File: src/rtl/core/ppm_fd_pkg.sv
// ppm_fd_pkg: shared types and constants of the ppm frame decoder
// no dependencies; used by every module of the decoder
`timescale 1ns / 1ps
`default_nettype none

package ppm_fd_pkg;

  // fixed field widths
  localparam int unsigned TimeW   = 32;
  localparam int unsigned DeltaW  = 16;
  localparam int unsigned ChanW   = 4;
  localparam int unsigned PaddrW  = 4;
  localparam int unsigned PdataW  = 32;

  // register reset values
  localparam logic [DeltaW-1:0] SyncGapMinRst = 16'd2200;
  localparam logic [DeltaW-1:0] PulseMinRst   = 16'd950;
  localparam logic [DeltaW-1:0] PulseMaxRst   = 16'd2050;
  localparam logic [ChanW-1:0]  ChanCountRst  = 4'd8;

  // register map, word index within the apb window
  typedef enum logic [1:0] {
    REG_SYNC_GAP_MIN = 2'd0,
    REG_PULSE_MIN    = 2'd1,
    REG_PULSE_MAX    = 2'd2,
    REG_CHAN_COUNT   = 2'd3
  } reg_idx_e;

  typedef struct packed {
    logic [DeltaW-1:0] sync_gap_min;
    logic [DeltaW-1:0] pulse_min;
    logic [DeltaW-1:0] pulse_max;
    logic [ChanW-1:0]  channel_count;
  } cfg_t;

  // frame decoder to burst emitter
  typedef struct packed {
    logic             start;
    logic             link_good;
    logic [ChanW-1:0] len;
  } burst_ctl_t;

endpackage

`default_nettype wire

File: src/rtl/core/ppm_frame_decoder.sv
// ppm_frame_decoder: top level of the rc ppm pulse-train decoder
// depends on ppm_fd_pkg, ppm_fd_regs, ppm_fd_frame and ppm_fd_emit
`timescale 1ns / 1ps
`default_nettype none

// Decodes an rc ppm pulse train, one edge transaction at a time. Each input
// transaction carries the edge timestamp in microseconds and a flag saying
// whether it came from the ppm pin; non-pin transactions are dropped without
// touching any state. The interval to the previous pin edge is taken modulo
// 2^16: a gap of at least sync_gap_min arms the decoder and restarts the
// channel index, an armed interval inside [pulse_min, pulse_max] is stored as
// the next channel, and anything else disarms. Once channel_count channels
// (capped at MAX_CHANNELS, zero acting as one) are stored, the whole frame
// leaves as a burst of output transactions, channel 0 first, with last set on
// the final one and link_good showing whether a sync gap was seen while armed.
// Throughput: one input transaction per clock. While a burst drains, the
// emitter's snapshot buffer lets new edges be decoded; only an edge that
// completes another frame before the previous burst has drained waits in the
// input register. The first result of a burst passes the input register, the
// snapshot buffer and output register. Registers sit at byte addresses 0, 4, 8
// and 12 of the apb window; the user must write them only while the decoder is
// idle, which the block does not enforce. The channel store holds no reset.
module ppm_frame_decoder #(
  parameter int unsigned MAX_CHANNELS = 10
) (
  input  wire                              clk_i,
  input  wire                              rst_ni,
  // edge input
  input  wire                              in_valid_i,
  output logic                             in_ready_o,
  input  wire  [31:0]                      edge_time_us_i,
  input  wire                              from_ppm_pin_i,
  // channel output
  output logic                             out_valid_o,
  input  wire                              out_ready_i,
  output logic [3:0]                       channel_index_o,
  output logic [15:0]                      pulse_width_us_o,
  output logic                             link_good_o,
  output logic                             last_o,
  // configuration
  input  wire                              psel,
  input  wire                              penable,
  input  wire                              pwrite,
  input  wire  [3:0]                       paddr,
  input  wire  [31:0]                      pwdata,
  output logic [31:0]                      prdata,
  output logic                             pready
);

  ppm_fd_pkg::cfg_t                                 cfg;
  ppm_fd_pkg::burst_ctl_t                           burst_ctl;
  logic [MAX_CHANNELS-1:0][ppm_fd_pkg::DeltaW-1:0]  snap;
  logic                                             emit_idle;

  // apb register file
  ppm_fd_regs u_regs (
    .clk_i   (clk_i),
    .rst_ni  (rst_ni),
    .psel    (psel),
    .penable (penable),
    .pwrite  (pwrite),
    .paddr   (paddr),
    .pwdata  (pwdata),
    .prdata  (prdata),
    .pready  (pready),
    .cfg_o   (cfg)
  );

  // interval classification, decoder state and channel store
  ppm_fd_frame #(
    .MAX_CHANNELS (MAX_CHANNELS)
  ) u_frame (
    .clk_i          (clk_i),
    .rst_ni         (rst_ni),
    .in_valid_i     (in_valid_i),
    .in_ready_o     (in_ready_o),
    .edge_time_us_i (edge_time_us_i),
    .from_ppm_pin_i (from_ppm_pin_i),
    .cfg_i          (cfg),
    .emit_idle_i    (emit_idle),
    .ctl_o          (burst_ctl),
    .snap_o         (snap)
  );

  // burst snapshot and output register
  ppm_fd_emit #(
    .MAX_CHANNELS (MAX_CHANNELS)
  ) u_emit (
    .clk_i            (clk_i),
    .rst_ni           (rst_ni),
    .ctl_i            (burst_ctl),
    .snap_i           (snap),
    .idle_o           (emit_idle),
    .out_valid_o      (out_valid_o),
    .out_ready_i      (out_ready_i),
    .channel_index_o  (channel_index_o),
    .pulse_width_us_o (pulse_width_us_o),
    .link_good_o      (link_good_o),
    .last_o           (last_o)
  );

endmodule

`default_nettype wire

File: src/rtl/core/ppm_fd_regs.sv
// ppm_fd_regs: apb configuration registers of the ppm frame decoder
// depends on ppm_fd_pkg
`timescale 1ns / 1ps
`default_nettype none

module ppm_fd_regs (
  input  wire                              clk_i,
  input  wire                              rst_ni,
  input  wire                              psel,
  input  wire                              penable,
  input  wire                              pwrite,
  input  wire  [ppm_fd_pkg::PaddrW-1:0]    paddr,
  input  wire  [ppm_fd_pkg::PdataW-1:0]    pwdata,
  output logic [ppm_fd_pkg::PdataW-1:0]    prdata,
  output logic                             pready,
  output ppm_fd_pkg::cfg_t                 cfg_o
);

  ppm_fd_pkg::cfg_t     cfg_q;
  ppm_fd_pkg::reg_idx_e sel;
  logic                 wr_en;

  assign pready = 1'b1;
  assign sel    = ppm_fd_pkg::reg_idx_e'(paddr[3:2]);
  assign wr_en  = psel & penable & pwrite;
  assign cfg_o  = cfg_q;

  always_ff @(posedge clk_i or negedge rst_ni) begin
    if (!rst_ni) begin
      cfg_q.sync_gap_min  <= ppm_fd_pkg::SyncGapMinRst;
      cfg_q.pulse_min     <= ppm_fd_pkg::PulseMinRst;
      cfg_q.pulse_max     <= ppm_fd_pkg::PulseMaxRst;
      cfg_q.channel_count <= ppm_fd_pkg::ChanCountRst;
    end else if (wr_en) begin
      case (sel)
        ppm_fd_pkg::REG_SYNC_GAP_MIN: cfg_q.sync_gap_min  <= pwdata[15:0];
        ppm_fd_pkg::REG_PULSE_MIN:    cfg_q.pulse_min     <= pwdata[15:0];
        ppm_fd_pkg::REG_PULSE_MAX:    cfg_q.pulse_max     <= pwdata[15:0];
        ppm_fd_pkg::REG_CHAN_COUNT:   cfg_q.channel_count <= pwdata[3:0];
        default: ;
      endcase
    end
  end

  always_comb begin
    case (sel)
      ppm_fd_pkg::REG_SYNC_GAP_MIN: prdata = {16'd0, cfg_q.sync_gap_min};
      ppm_fd_pkg::REG_PULSE_MIN:    prdata = {16'd0, cfg_q.pulse_min};
      ppm_fd_pkg::REG_PULSE_MAX:    prdata = {16'd0, cfg_q.pulse_max};
      ppm_fd_pkg::REG_CHAN_COUNT:   prdata = {28'd0, cfg_q.channel_count};
      default:                      prdata = '0;
    endcase
  end

endmodule

`default_nettype wire

File: src/rtl/core/ppm_fd_frame.sv
// ppm_fd_frame: input register, interval classification and channel store
// depends on ppm_fd_pkg
`timescale 1ns / 1ps
`default_nettype none

module ppm_fd_frame #(
  parameter int unsigned MAX_CHANNELS = 10
) (
  input  wire                                        clk_i,
  input  wire                                        rst_ni,
  input  wire                                        in_valid_i,
  output logic                                       in_ready_o,
  input  wire  [ppm_fd_pkg::TimeW-1:0]               edge_time_us_i,
  input  wire                                        from_ppm_pin_i,
  input  ppm_fd_pkg::cfg_t                           cfg_i,
  input  wire                                        emit_idle_i,
  output ppm_fd_pkg::burst_ctl_t                     ctl_o,
  output logic [MAX_CHANNELS-1:0][ppm_fd_pkg::DeltaW-1:0] snap_o
);

  localparam int unsigned IdxW = (MAX_CHANNELS > 1) ? $clog2(MAX_CHANNELS) : 1;
  localparam logic [4:0]  MaxN = 5'(MAX_CHANNELS);

  // input register
  logic                            s1_valid_q;
  logic [ppm_fd_pkg::DeltaW-1:0]   s1_time_q;
  logic                            s1_pin_q;

  // decoder state; only the low half of the timestamp matters
  logic [ppm_fd_pkg::DeltaW-1:0]   prev_q;
  logic                            armed_q;
  logic [ppm_fd_pkg::ChanW-1:0]    next_q;
  logic                            seen_q;
  logic [ppm_fd_pkg::DeltaW-1:0]   store_q [MAX_CHANNELS];

  logic [ppm_fd_pkg::DeltaW-1:0]   delta;
  logic                            is_sync;
  logic                            in_win;
  logic                            take;
  logic [ppm_fd_pkg::ChanW-1:0]    nc;
  logic [4:0]                      flen;
  logic                            frame_done;
  logic                            burst_req;
  logic                            wr_ok;
  logic                            s1_go;

  assign delta   = s1_time_q - prev_q;
  assign is_sync = delta >= cfg_i.sync_gap_min;
  assign in_win  = (delta >= cfg_i.pulse_min) && (delta <= cfg_i.pulse_max);
  assign take    = s1_pin_q && armed_q && !is_sync && in_win;
  assign nc      = next_q + 4'd1;
  assign flen    = ({1'b0, cfg_i.channel_count} > MaxN) ? MaxN
                                                        : {1'b0, cfg_i.channel_count};
  assign frame_done = ({1'b0, nc} >= flen) || ({1'b0, nc} >= MaxN);
  // a wrapped index requests no burst
  assign burst_req  = take && frame_done && (nc != '0);
  assign wr_ok      = {1'b0, next_q} < MaxN;

  // hold an item that completes a frame while the emitter still drains the previous burst
  assign s1_go      = s1_valid_q && !(burst_req && !emit_idle_i);
  assign in_ready_o = !s1_valid_q || s1_go;

  assign ctl_o.start     = s1_go && burst_req;
  assign ctl_o.link_good = seen_q;
  assign ctl_o.len       = nc;

  // burst contents include the channel written by this item
  always_comb begin
    for (int i = 0; i < MAX_CHANNELS; i++) begin
      if (take && wr_ok && (next_q[IdxW-1:0] == IdxW'(i))) begin
        snap_o[i] = delta;
      end else begin
        snap_o[i] = store_q[i];
      end
    end
  end

  always_ff @(posedge clk_i or negedge rst_ni) begin
    if (!rst_ni) begin
      s1_valid_q <= 1'b0;
    end else if (in_ready_o) begin
      s1_valid_q <= in_valid_i;
    end
  end

  always_ff @(posedge clk_i) begin
    if (in_valid_i && in_ready_o) begin
      s1_time_q <= edge_time_us_i[ppm_fd_pkg::DeltaW-1:0];
      s1_pin_q  <= from_ppm_pin_i;
    end
  end

  always_ff @(posedge clk_i or negedge rst_ni) begin
    if (!rst_ni) begin
      prev_q  <= '0;
      armed_q <= 1'b0;
      next_q  <= '0;
      seen_q  <= 1'b0;
    end else if (s1_go && s1_pin_q) begin
      prev_q <= s1_time_q;
      if (armed_q) begin
        if (is_sync) begin
          next_q <= '0;
          seen_q <= 1'b1;
        end else if (in_win) begin
          next_q <= frame_done ? '0 : nc;
        end else begin
          armed_q <= 1'b0;
        end
      end else if (is_sync) begin
        armed_q <= 1'b1;
        next_q  <= '0;
        seen_q  <= 1'b0;
      end
    end
  end

  always_ff @(posedge clk_i) begin
    if (s1_go && take && wr_ok) begin
      store_q[next_q[IdxW-1:0]] <= delta;
    end
  end

endmodule

`default_nettype wire

File: src/rtl/core/ppm_fd_emit.sv
// ppm_fd_emit: burst buffer and output register of the ppm frame decoder
// depends on ppm_fd_pkg
`timescale 1ns / 1ps
`default_nettype none

module ppm_fd_emit #(
  parameter int unsigned MAX_CHANNELS = 10
) (
  input  wire                                        clk_i,
  input  wire                                        rst_ni,
  input  ppm_fd_pkg::burst_ctl_t                     ctl_i,
  input  wire  [MAX_CHANNELS-1:0][ppm_fd_pkg::DeltaW-1:0] snap_i,
  output logic                                       idle_o,
  output logic                                       out_valid_o,
  input  wire                                        out_ready_i,
  output logic [ppm_fd_pkg::ChanW-1:0]               channel_index_o,
  output logic [ppm_fd_pkg::DeltaW-1:0]              pulse_width_us_o,
  output logic                                       link_good_o,
  output logic                                       last_o
);

  localparam int unsigned IdxW = (MAX_CHANNELS > 1) ? $clog2(MAX_CHANNELS) : 1;

  logic                            busy_q;
  logic [IdxW-1:0]                 idx_q;
  logic [ppm_fd_pkg::ChanW-1:0]    len_q;
  logic                            link_q;
  logic [ppm_fd_pkg::DeltaW-1:0]   buf_q [MAX_CHANNELS];

  logic                            out_valid_q;
  logic [ppm_fd_pkg::ChanW-1:0]    index_q;
  logic [ppm_fd_pkg::DeltaW-1:0]   width_q;
  logic                            olink_q;
  logic                            last_q;

  logic                            out_load;
  logic                            is_last;

  assign idle_o   = !busy_q;
  assign out_load = busy_q && (!out_valid_q || out_ready_i);
  assign is_last  = ({1'b0, ppm_fd_pkg::ChanW'(idx_q)} + 5'd1) == {1'b0, len_q};

  assign out_valid_o      = out_valid_q;
  assign channel_index_o  = index_q;
  assign pulse_width_us_o = width_q;
  assign link_good_o      = olink_q;
  assign last_o           = last_q;

  always_ff @(posedge clk_i or negedge rst_ni) begin
    if (!rst_ni) begin
      busy_q      <= 1'b0;
      idx_q       <= '0;
      out_valid_q <= 1'b0;
    end else begin
      if (ctl_i.start) begin
        busy_q <= 1'b1;
        idx_q  <= '0;
      end else if (out_load) begin
        idx_q <= idx_q + 1'b1;
        if (is_last) begin
          busy_q <= 1'b0;
        end
      end
      if (out_load) begin
        out_valid_q <= 1'b1;
      end else if (out_ready_i) begin
        out_valid_q <= 1'b0;
      end
    end
  end

  always_ff @(posedge clk_i) begin
    if (ctl_i.start) begin
      len_q  <= ctl_i.len;
      link_q <= ctl_i.link_good;
      for (int i = 0; i < MAX_CHANNELS; i++) begin
        buf_q[i] <= snap_i[i];
      end
    end
    if (out_load) begin
      index_q <= ppm_fd_pkg::ChanW'(idx_q);
      width_q <= buf_q[idx_q];
      olink_q <= link_q;
      last_q  <= is_last;
    end
  end

endmodule

`default_nettype wire

File: config.mk
export PLATFORM = sky130hd
export DESIGN_NAME = ppm_frame_decoder
export DESIGN_NICKNAME = d
export VERILOG_FILES = /design/src/rtl/core/ppm_fd_pkg.sv /design/src/rtl/core/ppm_frame_decoder.sv /design/src/rtl/core/ppm_fd_regs.sv /design/src/rtl/core/ppm_fd_frame.sv /design/src/rtl/core/ppm_fd_emit.sv
export SDC_FILE = /design/constraint.sdc
export NUM_CORES = 1
export LEC_CHECK = 0
export ABC_AREA = 1
export BUFFER_PORTS_ARGS = -buffer_cell sky130_fd_sc_hd__buf_2
export CAP_MARGIN = 10
export CORE_MARGIN = 2
export CORE_UTILIZATION = 30
export CTS_BUF_LIST = sky130_fd_sc_hd__clkbuf_16
export CTS_CLUSTER_DIAMETER = 50
export CTS_CLUSTER_SIZE = 40
export DETAILED_ROUTE_END_ITERATION = 7
export HOLD_SLACK_MARGIN = 0.02
export PLACE_DENSITY = 0.56
export SYNTH_ARGS = -nofsm -noshare
export SYNTH_HDL_FRONTEND = slang
export SYNTH_HIERARCHICAL = 1
export SYNTH_SLANG_ARGS = --single-unit
File: constraint.sdc
create_clock -name clk_i -period 9.5 [get_ports clk_i]
set_input_delay 0 -clock clk_i [delete_from_list [all_inputs] [get_ports clk_i]]
set_output_delay 0 -clock clk_i [all_outputs]
set_load 0.005 [all_outputs]
==> results.yml <==
status:
  status: "finished, final reports clean"
sta:
  timing.final.crit_share_pct: 72.51
  fmax_ghz: 0.1452
  finalHoldViolCount: 0
  tns_ps: 0
  max_slew_margin_pct: 21.06
  worst-slew-pin-transition_ps: 1183
  rsz0062_at_grt: "false"
  period_needed_ps: 6889
  maxSlewViolCount: 0
  setup_viol: 0
  finalClockSkew_ps: 50.11
  hold-worst-slack_ps: 62.67
cells_and_area:
  layout_common_cells: "530 x nand2_1, 364 x edfxtp_1, 177 x nor2_1, 138 x inv_1, 125 x o21ai_0"
  fillers: 6801
  multiInputGateArea_um2: 6590
  final_common_cell: "nand2_1"
  nets: 2243
  drive_gt1_share_pct: 13.75
  ff_latch_area_um2: 12980
  syn2layout_area_growth_pct: 15.14
critical_path:
  rr_endpoint: "u_frame/store_q[2][11]"
  path_class: "register to register"
  critPathLaunch: "u_frame/prev_q[0]"
  critPathSlowestCell: "nor2_1"
  cp-start-kind: "register"
  r2r_cells: 20
  reg2reg_from: "u_frame/prev_q[0]"
  reg2reg_slack_ps: 2610
  cpMostUsedCell: "nand2_1"
  cp.required_ps: 9750
  critPathCaptureType: "register"
  crit_fanout: 32
  slowest_delay_ps: 880
  cpLargestDelayFamily: "simple AND/OR/NAND/NOR gates"
  arrival_ps: 7130
  crit_chain: "ha_1 -> fa_1 -> o21ai_2 -> a21oi_1 -> o21ai_1 -> a21boi_0 -> xor2_1 -> inv_1 -> ha_1 -> nand2_1 -> nor3_2 -> nand3_1 -> nand2_1 -> nand2_1 -> nor2_4 -> nand2_4 -> clkinv_4 -> nand3_2 -> nor2_1 -> buf_4"
  path_buf_inv: 3
yosys:
  synth_edf_count: 364
  syn_area_um2: 20740
  synth.avg_cell_area_um2: 10.45
  synth_cell_types: 48
  ys_ff_latch: 445
  synthTopCellsByArea: "edfxtp_1 53%, nand2_1 9.6%, dfrtp_1 8.1%"
  ys_async_sr_fraction_pct: 18.20
  yosysTopAreaCellShare_pct: 52.69
  ys_seq_area_share_pct: 62.55
  synth_area_leader_cell: "edfxtp_1"
  synth_cells: 1986
  synth_top_flop_cell: "edfxtp_1"
  ys_warn_count: 6
placed_design:
  hpwl_mm: 33.36
  io_buffers: 81
  gp_congestion: 0.8179
clocking:
  cts_made_buffers: 41
  cts_max_path_buffers: 3
  clk_pin_slew_ps: 70
  h-tree-depth: 2
  cts.sink_count: 445
  cts_resized: 0
  clock_latency_ps: 590
  ctsRootBufferMaster: "clkbuf_16"
  cts_tree: "yes"
  cts_hold_buffers: 47
  cts_setup_buffers: 0
global_routing:
  grt_antenna_before_repair: 2
  grt_pass1_vias: 13746
  grt_pass1_wl_mm: 80.14
  grt-ovfl-total: 0
  grt_max_degree: 84
  grt_usage_pct: 14.82
drt:
  drtAntennaViolNets: 0
  drc: 0
  wl_per_cell_um: 17.23
  drt-pass1-iter-count: 5
  routed-via-count: 14268
  drt_wl_total_mm: 52.64
  drt_iter0_drc: 1173
  vias_per_cell: 4.669
power:
  p_sw_w: 0.002084
  p_comb_share_pct: 27.1
  power_frac_seq_pct: 42.1
  p_int_w: 0.003753
  clkPwrFrac_pct: 30.8
  power.leakage_nw: 9.722
  peakVddDrop_uv: 157.2
  p_sw_share_pct: 35.70
  design_power_total_w: 0.005837
  power_density_nw_per_um2: 244.4
run:
  cap_violations: 0
floorplanning:
  core_um2: 68590
  dieWidth_um: 267.0
  num_rows: 96
  ioPinCount: 133
  die_height_um: 267.0
  initial_core_util_pct: 30.25
  dieArea_um2: 71270
hold_path:
  hold_path_depth: 6
  holdPathEnd: "u_regs/cfg_o[25]"
  hold_start: "pwrite"
  hold_class: "primary input to register"
[registers in the layout (all words and copies together), names as in the netlist, 4 cells and up]
signal and count:
u_emit/len_q 4, u_frame/prev_q 16, u_regs/cfg_o 52, u_frame/next_q 4, u_emit/idx_q 4, u_frame/store_q 160, u_emit/pulse_width_us_o 16, u_frame/s1_time_q 16
u_emit/channel_index_o 4, u_emit/buf_q 160
[per-layer routing]
| metal | GRT usage, % | vias to the layer above | part of all wire (%) |
|---|---|---|---|
| met5 | 0 | - | 0 |
| met4 | 4.069 | 0 | 2.0 |
| met3 | 1.974 | 80 | 5.6 |
| met2 | 24.70 | 411 | 47 |
| met1 | 20.22 | 6895 | 45 |
| li1 | - | 6882 | - |
[final cells by class]
| class | count | area share [%] |
|---|---|---|
| antenna | 1 | 0.01048 |
| clock buffer | 42 | 4.400 |
| clock inverter | 32 | 1.849 |
| inverter | 150 | 2.399 |
| multi-input combinational | 1302 | 27.59 |
| sequential | 445 | 54.33 |
| tap | 931 | 4.877 |
| timing repair buffer | 153 | 4.547 |
[Yosys cell counts (3+ instances only)]
cell and count:
a21oi_1 37, clkbuf_2 3, nor2_4 7, buf_2 40
clkbuf_1 13, nor2_1 181, nand2_4 4, nor2_2 24
nand2_1 530, xor2_1 11, inv_2 11, buf_6 18
nand3_1 93, buf_4 26, edfxtp_1 364, nand3_2 5
ha_1 73, nand4_1 15, o21ai_2 12, xnor2_1 4
dfrtp_1 67, nor3_1 3, o21ai_1 116, inv_1 138
o21ai_0 125, a21boi_0 3, nand2_2 20, dfstp_2 14
[per-stage QoR]
stage	utilization, %	setup slack (ps)	cells	cell area [um2]
6_report	34.83	2611	3056	23890
5_1_grt	34.82	2076	3055	23880
4_1_cts	34.78	2557	3054	23860
3_5_place_dp	31.92	2630	2933	21890
3_3_place_gp	31.92	2750	2933	21890
2_1_floorplan	-	2352	2001	20800
[logic make-up after synthesis]
| logic type | count (synthesis) | share of synthesized area [%] |
|---|---|---|
| AOI/OAI and AO/OA | 304 | 7.714 |
| xor gates and xnor gates | 16 | 0.7117 |
| adders and majority gates | 74 | 4.499 |
| buffers and inverters | 254 | 6.134 |
| DFF | 445 | 62.55 |
| other | 2 | 0.03620 |
| and+or+nand+nor | 891 | 18.36 |
[worst register-to-register path: stages (launching register included)]
cell	delay, ps
dfrtp_1	390
ha_1	220
fa_1	420
o21ai_2	210
a21oi_1	130
o21ai_1	260
a21boi_0	170
xor2_1	840
inv_1	600
ha_1	460
nand2_1	80
nor3_2	190
nand3_1	90
nand2_1	80
nand2_1	110
nor2_4	210
nand2_4	110
clkinv_4	100
nand3_2	620
nor2_1	890
buf_4	360
[worst max-delay path by stage]
stage	cells past startpoint	endpoint	slack, ps
global placement	22	u_frame/store_q[2][13]	2750
floorplan	22	u_emit/busy_q	2350
finish	20	u_frame/store_q[2][11]	2610
detailed placement	19	u_frame/store_q[9][15]	2630
CTS	20	u_frame/store_q[2][11]	2560
global route	20	u_frame/store_q[2][11]	2080
[power groups by stage]
stage	clock, W	sequential (W)	combinational [W]
3_3_place_gp	0	0.00249	0.00154
5_1_grt	0.00191	0.00247	0.00178
4_1_cts	0.00184	0.00246	0.00159
2_1_floorplan	0	0.00247	0.00105
6_report	0.00180	0.00246	0.00158
3_5_place_dp	0	0.00250	0.00157
(Power assumes the default switching activity.)
